==> src/rtl/prle_pkg.sv <==
// Package for the pixel run-length encoder.
// Holds sizes, register indexes and the record and queue entry types.
// No dependencies.
package prle_pkg;

	localparam int MAX_WIDTH    = 4096;
	localparam int MAX_CHANNELS = 4;
	localparam int IN_CHANS     = 4;
	localparam int CHAN_LIMIT   = (MAX_CHANNELS < IN_CHANS) ? MAX_CHANNELS : IN_CHANS;

	localparam int CHAN_W   = 8;
	localparam int REP_W    = 8;
	localparam int CFG_W    = 13;
	localparam int LINE_W   = 13;
	localparam int CCNT_W   = 3;
	localparam int COL_W    = $clog2(MAX_WIDTH);
	localparam int EW       = (COL_W + 1 > CFG_W) ? COL_W + 1 : CFG_W;
	localparam int RUN_MAX  = 255;

	localparam int CFG_IDX_W = 2;
	localparam logic [CFG_IDX_W-1:0] CFG_LINE_WIDTH     = 2'd0;
	localparam logic [CFG_IDX_W-1:0] CFG_PICTURE_HEIGHT = 2'd1;
	localparam logic [CFG_IDX_W-1:0] CFG_CHANNEL_COUNT  = 2'd2;

	localparam logic [CFG_W-1:0]  RST_LINE_WIDTH     = 13'd512;
	localparam logic [CFG_W-1:0]  RST_PICTURE_HEIGHT = 13'd512;
	localparam logic [CCNT_W-1:0] RST_CHANNEL_COUNT  = 3'd3;

	localparam logic STATUS_RUN = 1'b0;
	localparam logic STATUS_ERR = 1'b1;

	localparam int QUEUE_DEPTH = 4;
	localparam int QPTR_W      = $clog2(QUEUE_DEPTH);
	localparam int QCNT_W      = $clog2(QUEUE_DEPTH + 1);

	typedef logic [IN_CHANS-1:0][CHAN_W-1:0] pix_t;

	typedef struct packed {
		logic             v;
		logic             status;
		logic [REP_W-1:0] rep;
		pix_t             pix;
		logic             last;
	} rec_t;

	// one accepted pixel: an optional closed run, then an optional record ending at this pixel (or an error record)
	typedef struct packed {
		rec_t a;
		rec_t b;
	} entry_t;

	typedef struct packed {
		logic full;
		logic empty;
	} q_stat_t;

endpackage

==> src/rtl/prle_if.sv <==
// Channel interfaces of the pixel run-length encoder: pixel input and run record output.
// No dependencies.
interface prle_pix_if;
	logic       valid;
	logic       ready;
	logic [7:0] pix_chan0;
	logic [7:0] pix_chan1;
	logic [7:0] pix_chan2;
	logic [7:0] pix_chan3;

	modport source (output valid, pix_chan0, pix_chan1, pix_chan2, pix_chan3, input ready);
	modport sink (input valid, pix_chan0, pix_chan1, pix_chan2, pix_chan3, output ready);
endinterface

interface prle_run_if;
	logic       valid;
	logic       ready;
	logic       status;
	logic [7:0] repeat_minus_one;
	logic [7:0] run_chan0;
	logic [7:0] run_chan1;
	logic [7:0] run_chan2;
	logic [7:0] run_chan3;
	logic       line_end;

	modport source (output valid, status, repeat_minus_one, run_chan0, run_chan1, run_chan2,
		run_chan3, line_end, input ready);
	modport sink (input valid, status, repeat_minus_one, run_chan0, run_chan1, run_chan2,
		run_chan3, line_end, output ready);
endinterface

==> src/rtl/prle_front.sv <==
// Front end: config registers, run and raster state, classification of each pixel.
// Depends on prle_pkg and prle_pix_if.
module prle_front (
	input  logic                               clk,
	input  logic                               arst_n,
	prle_pix_if.sink                           pix,
	input  logic                               cfg_we,
	input  logic [prle_pkg::CFG_IDX_W-1:0]     cfg_index,
	input  logic [prle_pkg::CFG_W-1:0]         cfg_data,
	input  prle_pkg::q_stat_t                  q_stat,
	output logic                               push,
	output prle_pkg::entry_t                   push_entry
);
	import prle_pkg::*;

	logic [CFG_W-1:0]  width_q;
	logic [CFG_W-1:0]  height_q;
	logic [CCNT_W-1:0] chans_q;

	pix_t              held_q;
	logic [REP_W-1:0]  extra_q;
	logic              open_q;
	logic [COL_W-1:0]  column_q;
	logic [LINE_W-1:0] line_q;

	logic [CCNT_W-1:0] nch;
	logic [EW-1:0]     eff_w;
	pix_t              pix_m;
	logic              accept;
	logic              err;
	logic              match;
	pix_t              new_pix;
	logic [REP_W-1:0]  new_extra;
	logic [COL_W:0]    col_next;
	logic              last;
	logic              full_run;

	assign pix.ready = !q_stat.full;
	assign accept    = pix.valid && pix.ready;

	always_comb begin
		if (chans_q == '0) begin
			nch = CCNT_W'(1);
		end else if (chans_q > CCNT_W'(CHAN_LIMIT)) begin
			nch = CCNT_W'(CHAN_LIMIT);
		end else begin
			nch = chans_q;
		end
		if (width_q == '0) begin
			eff_w = EW'(1);
		end else if (EW'(width_q) > EW'(MAX_WIDTH)) begin
			eff_w = EW'(MAX_WIDTH);
		end else begin
			eff_w = EW'(width_q);
		end
	end

	always_comb begin
		pix_t raw;
		raw = {pix.pix_chan3, pix.pix_chan2, pix.pix_chan1, pix.pix_chan0};
		for (int k = 0; k < IN_CHANS; k++) begin
			pix_m[k] = (CCNT_W'(k) < nch) ? raw[k] : '0;
		end
	end

	always_comb begin
		err       = (column_q == '0) && (line_q >= height_q);
		match     = open_q && (pix_m == held_q);
		new_pix   = match ? held_q : pix_m;
		new_extra = match ? extra_q + REP_W'(1) : '0;
		col_next  = {1'b0, column_q} + (COL_W+1)'(1);
		last      = EW'(col_next) >= eff_w;
		full_run  = new_extra == REP_W'(RUN_MAX);

		push_entry.a = '{v: open_q && !match, status: STATUS_RUN, rep: extra_q,
			pix: held_q, last: 1'b0};
		push_entry.b = '{v: last || full_run, status: STATUS_RUN, rep: new_extra,
			pix: new_pix, last: last};
		if (err) begin
			push_entry.a = '0;
			push_entry.b = '{v: 1'b1, status: STATUS_ERR, rep: '0, pix: '0, last: 1'b0};
		end
		push = accept && (push_entry.a.v || push_entry.b.v);
	end

	always_ff @(posedge clk or negedge arst_n) begin
		if (!arst_n) begin
			width_q  <= RST_LINE_WIDTH;
			height_q <= RST_PICTURE_HEIGHT;
			chans_q  <= RST_CHANNEL_COUNT;
		end else if (cfg_we) begin
			unique case (cfg_index)
				CFG_LINE_WIDTH:     width_q  <= cfg_data;
				CFG_PICTURE_HEIGHT: height_q <= cfg_data;
				CFG_CHANNEL_COUNT:  chans_q  <= cfg_data[CCNT_W-1:0];
				default: ;
			endcase
		end
	end

	always_ff @(posedge clk or negedge arst_n) begin
		if (!arst_n) begin
			held_q   <= '0;
			extra_q  <= '0;
			open_q   <= 1'b0;
			column_q <= '0;
			line_q   <= '0;
		end else if (accept && !err) begin
			held_q <= new_pix;
			if (last) begin
				open_q   <= 1'b0;
				extra_q  <= '0;
				column_q <= '0;
				line_q   <= line_q + LINE_W'(1);
			end else if (full_run) begin
				open_q   <= 1'b0;
				extra_q  <= '0;
				column_q <= col_next[COL_W-1:0];
			end else begin
				open_q   <= 1'b1;
				extra_q  <= new_extra;
				column_q <= col_next[COL_W-1:0];
			end
		end
	end

endmodule

==> src/rtl/prle_queue.sv <==
// Short queue of classified pixel entries between front and back end.
// Depends on prle_pkg.
module prle_queue (
	input  logic              clk,
	input  logic              arst_n,
	input  logic              push,
	input  prle_pkg::entry_t  push_entry,
	input  logic              pop,
	output prle_pkg::entry_t  head,
	output prle_pkg::q_stat_t q_stat
);
	import prle_pkg::*;

	entry_t            mem [QUEUE_DEPTH];
	logic [QPTR_W-1:0] wr_ptr_q;
	logic [QPTR_W-1:0] rd_ptr_q;
	logic [QCNT_W-1:0] count_q;

	assign q_stat.full  = count_q == QCNT_W'(QUEUE_DEPTH);
	assign q_stat.empty = count_q == '0;
	assign head         = mem[rd_ptr_q];

	always_ff @(posedge clk) begin
		if (push) begin
			mem[wr_ptr_q] <= push_entry;
		end
	end

	always_ff @(posedge clk or negedge arst_n) begin
		if (!arst_n) begin
			wr_ptr_q <= '0;
			rd_ptr_q <= '0;
			count_q  <= '0;
		end else begin
			if (push) begin
				wr_ptr_q <= (wr_ptr_q == QPTR_W'(QUEUE_DEPTH - 1)) ? '0 : wr_ptr_q + QPTR_W'(1);
			end
			if (pop) begin
				rd_ptr_q <= (rd_ptr_q == QPTR_W'(QUEUE_DEPTH - 1)) ? '0 : rd_ptr_q + QPTR_W'(1);
			end
			unique case ({push, pop})
				2'b10:   count_q <= count_q + QCNT_W'(1);
				2'b01:   count_q <= count_q - QCNT_W'(1);
				default: count_q <= count_q;
			endcase
		end
	end

`ifndef SYNTHESIS
	a_count_bound: assert property (@(posedge clk) disable iff (!arst_n)
		count_q <= QCNT_W'(QUEUE_DEPTH))
		else $error("queue count above depth");
	a_no_overflow: assert property (@(posedge clk) disable iff (!arst_n)
		push |-> !q_stat.full)
		else $error("push into full queue");
	a_no_underflow: assert property (@(posedge clk) disable iff (!arst_n)
		pop |-> !q_stat.empty)
		else $error("pop from empty queue");
`endif

endmodule

==> src/rtl/prle_back.sv <==
// Back end: expands queue entries into one or two run records, output register.
// Depends on prle_pkg and prle_run_if.
module prle_back (
	input  logic              clk,
	input  logic              arst_n,
	input  prle_pkg::entry_t  head,
	input  prle_pkg::q_stat_t q_stat,
	output logic              pop,
	prle_run_if.source        run
);
	import prle_pkg::*;

	logic phase_q;
	logic out_valid_q;
	rec_t out_rec_q;
	logic sel_a;
	logic take;
	rec_t rec;

	assign sel_a = !phase_q && head.a.v;
	assign rec   = sel_a ? head.a : head.b;
	assign take  = !q_stat.empty && (!out_valid_q || run.ready);
	assign pop   = take && !(sel_a && head.b.v);

	always_ff @(posedge clk or negedge arst_n) begin
		if (!arst_n) begin
			phase_q     <= 1'b0;
			out_valid_q <= 1'b0;
		end else if (take) begin
			phase_q     <= sel_a && head.b.v;
			out_valid_q <= 1'b1;
		end else if (run.ready) begin
			out_valid_q <= 1'b0;
		end
	end

	always_ff @(posedge clk) begin
		if (take) begin
			out_rec_q <= rec;
		end
	end

	assign run.valid            = out_valid_q;
	assign run.status           = out_rec_q.status;
	assign run.repeat_minus_one = out_rec_q.rep;
	assign run.run_chan0        = out_rec_q.pix[0];
	assign run.run_chan1        = out_rec_q.pix[1];
	assign run.run_chan2        = out_rec_q.pix[2];
	assign run.run_chan3        = out_rec_q.pix[3];
	assign run.line_end         = out_rec_q.last;

`ifndef SYNTHESIS
	a_phase_has_head: assert property (@(posedge clk) disable iff (!arst_n)
		phase_q |-> !q_stat.empty)
		else $error("second record pending with empty queue");
	a_phase_two_recs: assert property (@(posedge clk) disable iff (!arst_n)
		phase_q |-> (head.a.v && head.b.v))
		else $error("second record pending on single-record entry");
	a_err_clean: assert property (@(posedge clk) disable iff (!arst_n)
		(out_valid_q && out_rec_q.status == STATUS_ERR) |->
		(out_rec_q.rep == '0 && out_rec_q.pix == '0 && !out_rec_q.last))
		else $error("error record carries payload");
`endif

endmodule

==> src/rtl/pixel_run_length_encoder_core.sv <==
// Pixel run-length encoder, top level.
// Depends on prle_pkg, prle_if, prle_front, prle_queue and prle_back.
//
// Accepts one pixel per cycle while the queue is not full and emits run records (length
// minus one plus the run pixel); runs close on a pixel change, at 256 pixels and at each
// line end. The front end classifies each pixel combinationally and writes at most one
// entry to a four-deep queue; the back end turns each entry into one or two records via
// a single output register: a record passes the queue, then the output register, and a
// second record from the same entry follows the first. The output register moves one
// record per cycle while the sink is ready, which sets the sustained rate: one pixel per
// cycle as long as records average no more than one per pixel, with the queue absorbing
// the extra record of a pixel that both breaks a run and ends a line. Pixels past the last
// line yield error records until reset or a larger height. Config writes apply at once.
module pixel_run_length_encoder_core (
	input  logic                           clk,
	input  logic                           arst_n,
	prle_pix_if.sink                       pix,
	prle_run_if.source                     run,
	input  logic                           cfg_we,
	input  logic [prle_pkg::CFG_IDX_W-1:0] cfg_index,
	input  logic [prle_pkg::CFG_W-1:0]     cfg_data
);
	import prle_pkg::*;

	logic    push;
	entry_t  push_entry;
	logic    pop;
	entry_t  head;
	q_stat_t q_stat;

	prle_front u_front (
		.clk        (clk),
		.arst_n     (arst_n),
		.pix        (pix),
		.cfg_we     (cfg_we),
		.cfg_index  (cfg_index),
		.cfg_data   (cfg_data),
		.q_stat     (q_stat),
		.push       (push),
		.push_entry (push_entry)
	);

	prle_queue u_queue (
		.clk        (clk),
		.arst_n     (arst_n),
		.push       (push),
		.push_entry (push_entry),
		.pop        (pop),
		.head       (head),
		.q_stat     (q_stat)
	);

	prle_back u_back (
		.clk    (clk),
		.arst_n (arst_n),
		.head   (head),
		.q_stat (q_stat),
		.pop    (pop),
		.run    (run)
	);

endmodule

==> src/flat_wrapper.sv <==
// flat-port wrapper written by rule: the top's interface ports become plain ports
module pixel_run_length_encoder_core_flat import prle_pkg::*;
  (clk, arst_n, cfg_we, cfg_index, cfg_data, pix_valid, pix_pix_chan0, pix_pix_chan1, pix_pix_chan2, pix_pix_chan3, pix_ready, run_valid, run_status, run_repeat_minus_one, run_run_chan0, run_run_chan1, run_run_chan2, run_run_chan3, run_line_end, run_ready);
  prle_pix_if pix_i ();
  prle_run_if run_i ();
  input  logic clk;
  input  logic arst_n;
  input  logic cfg_we;
  input  logic [prle_pkg::CFG_IDX_W-1:0] cfg_index;
  input  logic [prle_pkg::CFG_W-1:0] cfg_data;
  input wire logic [$bits(pix_i.valid)-1:0] pix_valid;
  input wire logic [$bits(pix_i.pix_chan0)-1:0] pix_pix_chan0;
  input wire logic [$bits(pix_i.pix_chan1)-1:0] pix_pix_chan1;
  input wire logic [$bits(pix_i.pix_chan2)-1:0] pix_pix_chan2;
  input wire logic [$bits(pix_i.pix_chan3)-1:0] pix_pix_chan3;
  output wire logic [$bits(pix_i.ready)-1:0] pix_ready;
  output wire logic [$bits(run_i.valid)-1:0] run_valid;
  output wire logic [$bits(run_i.status)-1:0] run_status;
  output wire logic [$bits(run_i.repeat_minus_one)-1:0] run_repeat_minus_one;
  output wire logic [$bits(run_i.run_chan0)-1:0] run_run_chan0;
  output wire logic [$bits(run_i.run_chan1)-1:0] run_run_chan1;
  output wire logic [$bits(run_i.run_chan2)-1:0] run_run_chan2;
  output wire logic [$bits(run_i.run_chan3)-1:0] run_run_chan3;
  output wire logic [$bits(run_i.line_end)-1:0] run_line_end;
  input wire logic [$bits(run_i.ready)-1:0] run_ready;
  assign pix_i.valid = pix_valid;
  assign pix_i.pix_chan0 = pix_pix_chan0;
  assign pix_i.pix_chan1 = pix_pix_chan1;
  assign pix_i.pix_chan2 = pix_pix_chan2;
  assign pix_i.pix_chan3 = pix_pix_chan3;
  assign pix_ready = pix_i.ready;
  assign run_valid = run_i.valid;
  assign run_status = run_i.status;
  assign run_repeat_minus_one = run_i.repeat_minus_one;
  assign run_run_chan0 = run_i.run_chan0;
  assign run_run_chan1 = run_i.run_chan1;
  assign run_run_chan2 = run_i.run_chan2;
  assign run_run_chan3 = run_i.run_chan3;
  assign run_line_end = run_i.line_end;
  assign run_i.ready = run_ready;
  pixel_run_length_encoder_core u_core (.clk(clk), .arst_n(arst_n), .pix(pix_i), .run(run_i), .cfg_we(cfg_we), .cfg_index(cfg_index), .cfg_data(cfg_data));
endmodule
==> config.mk <==
export PLATFORM = sky130hd
export DESIGN_NAME = pixel_run_length_encoder_core_flat
export DESIGN_NICKNAME = d
export VERILOG_FILES = /design/src/rtl/prle_pkg.sv /design/src/rtl/prle_if.sv /design/src/rtl/prle_front.sv /design/src/rtl/prle_queue.sv /design/src/rtl/prle_back.sv /design/src/rtl/pixel_run_length_encoder_core.sv /design/src/flat_wrapper.sv
export SDC_FILE = /design/constraint.sdc
export NUM_CORES = 1
export LEC_CHECK = 0
export ABC_AREA = 1
export BUFFER_PORTS_ARGS = -buffer_cell sky130_fd_sc_hd__buf_2
export CORE_ASPECT_RATIO = 1.5
export CORE_MARGIN = 8
export CORE_UTILIZATION = 56
export DETAILED_ROUTE_END_ITERATION = 12
export PLACE_DENSITY_LB_ADDON = 0.25
export RECOVER_POWER = 100
export SETUP_SLACK_MARGIN = 0.4
export SLEW_MARGIN = 20
export SYNTH_ARGS = -nofsm -noshare
export SYNTH_HDL_FRONTEND = slang
export SYNTH_SLANG_ARGS = --single-unit
==> constraint.sdc <==
create_clock -name clk -period 7.9 [get_ports clk]
set_input_delay 0 -clock clk [delete_from_list [all_inputs] [get_ports clk]]
set_output_delay 0 -clock clk [all_outputs]
set_load 0.01 [all_outputs]
==> results.ini <==
[detailed_routing]
avgRoutedWirePerCell_um=18.8
drc_errors=0
ant_nets=0
wl_met3_mm=2.51
dr_wl_met2_mm=25.9
drt-total-wl_mm=47.4
first_iter_violations=911
routed_via_density=5.63
dr.pass1.iters=7
wl_met1_mm=17.5
vias=14200
highest_layer=met4

[sta]
post-route-period-util_pct=76.8
worst_slew_pin_slew_ps=3280
skew_ps=22.8
maxSlewHeadroom_pct=-119
min_period_ps=6060
drv_slew=272
fin_setup_tns_ps=0
max_freq_mhz=165
rsz0062_at_grt=false
finalSetupViolations=0
finalHoldViolCount=0

[yosys]
synth_area_per_cell_um2=10.9
ys.flop_type=edfxtp_1
ys_ff_latch=482
synth-edff-count=378
ys_seq_area_share_pct=68.0
synth-simple-area-share_pct=14.6
synth_compound_area_share_pct=9.67
synth_top_family_by_area=simple AND/OR/NAND/NOR gates
synth_cells=1886
yosys_warnings=0
synth.area.mux_share_pct=0
synthXorXnorAreaFrac_pct=1.07
synthArstFlopShare_pct=21.6
synth_fa_ha_area_share_pct=2.29
netlist_area_mm2=0.0205
syn_nets=1975
synth_cell_types=34

[placement]
placed_area_mm2=0.0214
routabilityCongestion=0.877
io_buffers=95
dpl.hpwl_mm=27.7

[layout]
fin_nets=2095
layout-drive-gt1-share_pct=6.91
regArea_mm2=0.0140
multi_input_area_mm2=0.00565
layout_commonest_cell=nor2_1
areaGrowthSynthToFinish_pct=13.1
diodes=0
fin_util_pct=63.6
fin_area_mm2=0.0232
layout_common_cells=nor2_1 (415), edfxtp_1 (378), o21ai_0 (256)
fillers=2798

[worst_setup_path]
r2r_cells=16
required_ps=8130
timing.critical_path.buf_inv=3
r2r-end=u_core.u_queue.mem[1][59]
slowest_stage=nor2_1
slowest_delay_ps=1300
r2r_slack_ps=1840
critPathTopFamily=simple AND/OR/NAND/NOR gates
cp-endpoint=u_core.u_queue.mem[1][59]
crit_path_end_kind=flip-flop
path_max_fanout=22
reg2reg_from=u_core.u_front.chans_q[2]
cp_common_cell=nand2_1
path_depth=16
crit_start=u_core.u_front.chans_q[2]
critPathKind=reg -> reg
crit_chain=inv_1, nand2_1, nand2_1, nand2_1, nand2_1, a21oi_1, nand2_1, nor2_1, nand2_1, nor2_1, nand4_1, nand3_1, nand2_1, nor2_1, buf_12, buf_4
critPathLaunchType=flip-flop
arrival_ps=6300

[clock_network]
ctsHoldBuffers=53
clk_pin_slew_ps=60
cts.sinks=482
clock_latency_ps=570
post_cts_buffers=0
cts.repair.resized=0
clk_path_buf_depth=3
cts_tree=done
htree_levels=2
cts_inserted_buffers=44
cts-root-buf=clkbuf_16

[floorplan]
die_x_um=172
start_util_pct=56.3
io_pins=96
die_height_um=250
rows=86
dieArea_mm2=0.0432
core_mm2=0.0365

[global_routing]
grt_pass1_vias=14500
grt_max_degree=106
antenna_found_initial=0
overflow=0
grt_util_all_layers_pct=22.1
grt_pass1_wl_mm=74.9

[power_and_ir_drop]
powerDensity_mw_per_mm2=373
p_switching_mw=3.12
leakage_nw=8.96
ir_worst_vdd_mv=0.289
netSwitchingFraction_pct=36.0
pwr-share-clk_pct=24.0
combPwrFrac_pct=31.8
p_seq_share_pct=44.2
p_int_mw=5.54

[outcome]
status=complete, but fails checks
violations=max-capacitance violations, max-slew violations

[flow_run]
cap_violations=6

[hold_path]
hp-class=in -> reg
min_from=run_ready

==> registers in the layout, indices dropped and copies added, names as in the netlist <==
name                                cells
u_core.u_queue.mem                    336
u_core.u_front.held_q                  32
u_core.u_front.height_q                13
u_core.u_front.line_q                  13
u_core.u_front.width_q                 13
u_core.u_front.column_q                12
u_core.u_back.run.repeat_minus_one      8
u_core.u_back.run.run_chan0             8
u_core.u_back.run.run_chan1             8
u_core.u_back.run.run_chan2             8
u_core.u_back.run.run_chan3             8
u_core.u_front.extra_q                  8
u_core.u_front.chans_q                  3
u_core.u_queue.count_q                  3
u_core.u_queue.rd_ptr_q                 2
u_core.u_queue.wr_ptr_q                 2
u_core.u_back.phase_q                   1
u_core.u_back.run.line_end              1
u_core.u_back.run.status                1
u_core.u_back.run.valid                 1
u_core.u_front.open_q                   1
==> power groups by stage <==
stage / Sequential (mW) / Clock (mW) / Combinational [mW]
6_report: 3.83 / 2.07 / 2.75
4_1_cts: 3.81 / 2.10 / 2.82
2_1_floorplan: 3.87 / 0 / 1.84
5_1_grt: 3.89 / 2.18 / 3.07
3_3_place_gp: 3.84 / 0 / 2.70
3_5_place_dp: 3.86 / 0 / 2.78
==> worst reg2reg max path, cell delays in order, from the launching register on <==
cell and delay [ps]:
dfrtp_1 650, inv_1 170, nand2_1 470, nand2_1 230
nand2_1 100, nand2_1 60, a21oi_1 130, nand2_1 70
nor2_1 220, nand2_1 170, nor2_1 440, nand4_1 470
nand3_1 270, nand2_1 300, nor2_1 1300, buf_12 300
buf_4 370
==> how the worst min path moves through the flow <==
stage | end | cells after the start
2_1_floorplan | u_core.u_back.phase_q | 0
3_3_place_gp | u_core.u_front.height_q[2] | 1
3_5_place_dp | u_core.u_front.height_q[2] | 1
4_1_cts | u_core.u_back.run.valid | 3
5_1_grt | u_core.u_back.run.valid | 3
6_report | u_core.u_back.run.valid | 3
==> synthesized netlist by cell type, drive strengths merged (14+ instances only) <==
cell type,n,share of area (%)
inv,140,2.6
clkbuf,74,1.4
a21oi,20,0.51
nor3,19,0.46
edfxtp,378,55
a31oi,41,1.2
nand4,14,0.50
dfrtp,100,12
buf,16,0.43
nand3,54,1.4
o22ai,51,1.6
nand2,231,4.4
o21ai,256,6.2
nor2,418,7.7
ha,36,2.2
xor2,23,0.98
==> metrics by stage <==
step	setup slack, ps	power (mW)	hold slack (ps)	std cells
after CTS	2930	8.73	185	2524
after global placement	3040	6.53	34.7	2390
final	1840	8.65	199	2524
after floorplan	1390	5.71	-296	1886
after detailed placement	2950	6.64	45.5	2391
after global routing	1430	9.14	199	2524
==> cell type report <==
| type | count | share of cell area [%] |
|---|---|---|
| repair buffers | 164 | 4.61 |
| multi-input cells | 1174 | 24.3 |
| inverters | 140 | 2.28 |
| clock inverters | 21 | 0.922 |
| flip-flops and latches | 482 | 60.2 |
| well taps | 484 | 2.61 |
| clock buffers | 59 | 5.07 |
==> cells by family after synthesis <==
kind of cell / Yosys count
buffers and inverters: 230
AO/OA/AOI/OAI: 371
AND/OR/NAND/NOR: 741
XOR/XNOR: 25
adder cells (fa/ha/maj): 37
flip-flops: 482
==> per-layer routing <==
metal	track usage (%)	vias to the layer above
li1	-	6731
met1	24.7	6944
met2	41.2	435
met3	2.95	93
met4	8.62	0
met5	0	-
(Power assumes the default switching activity.)
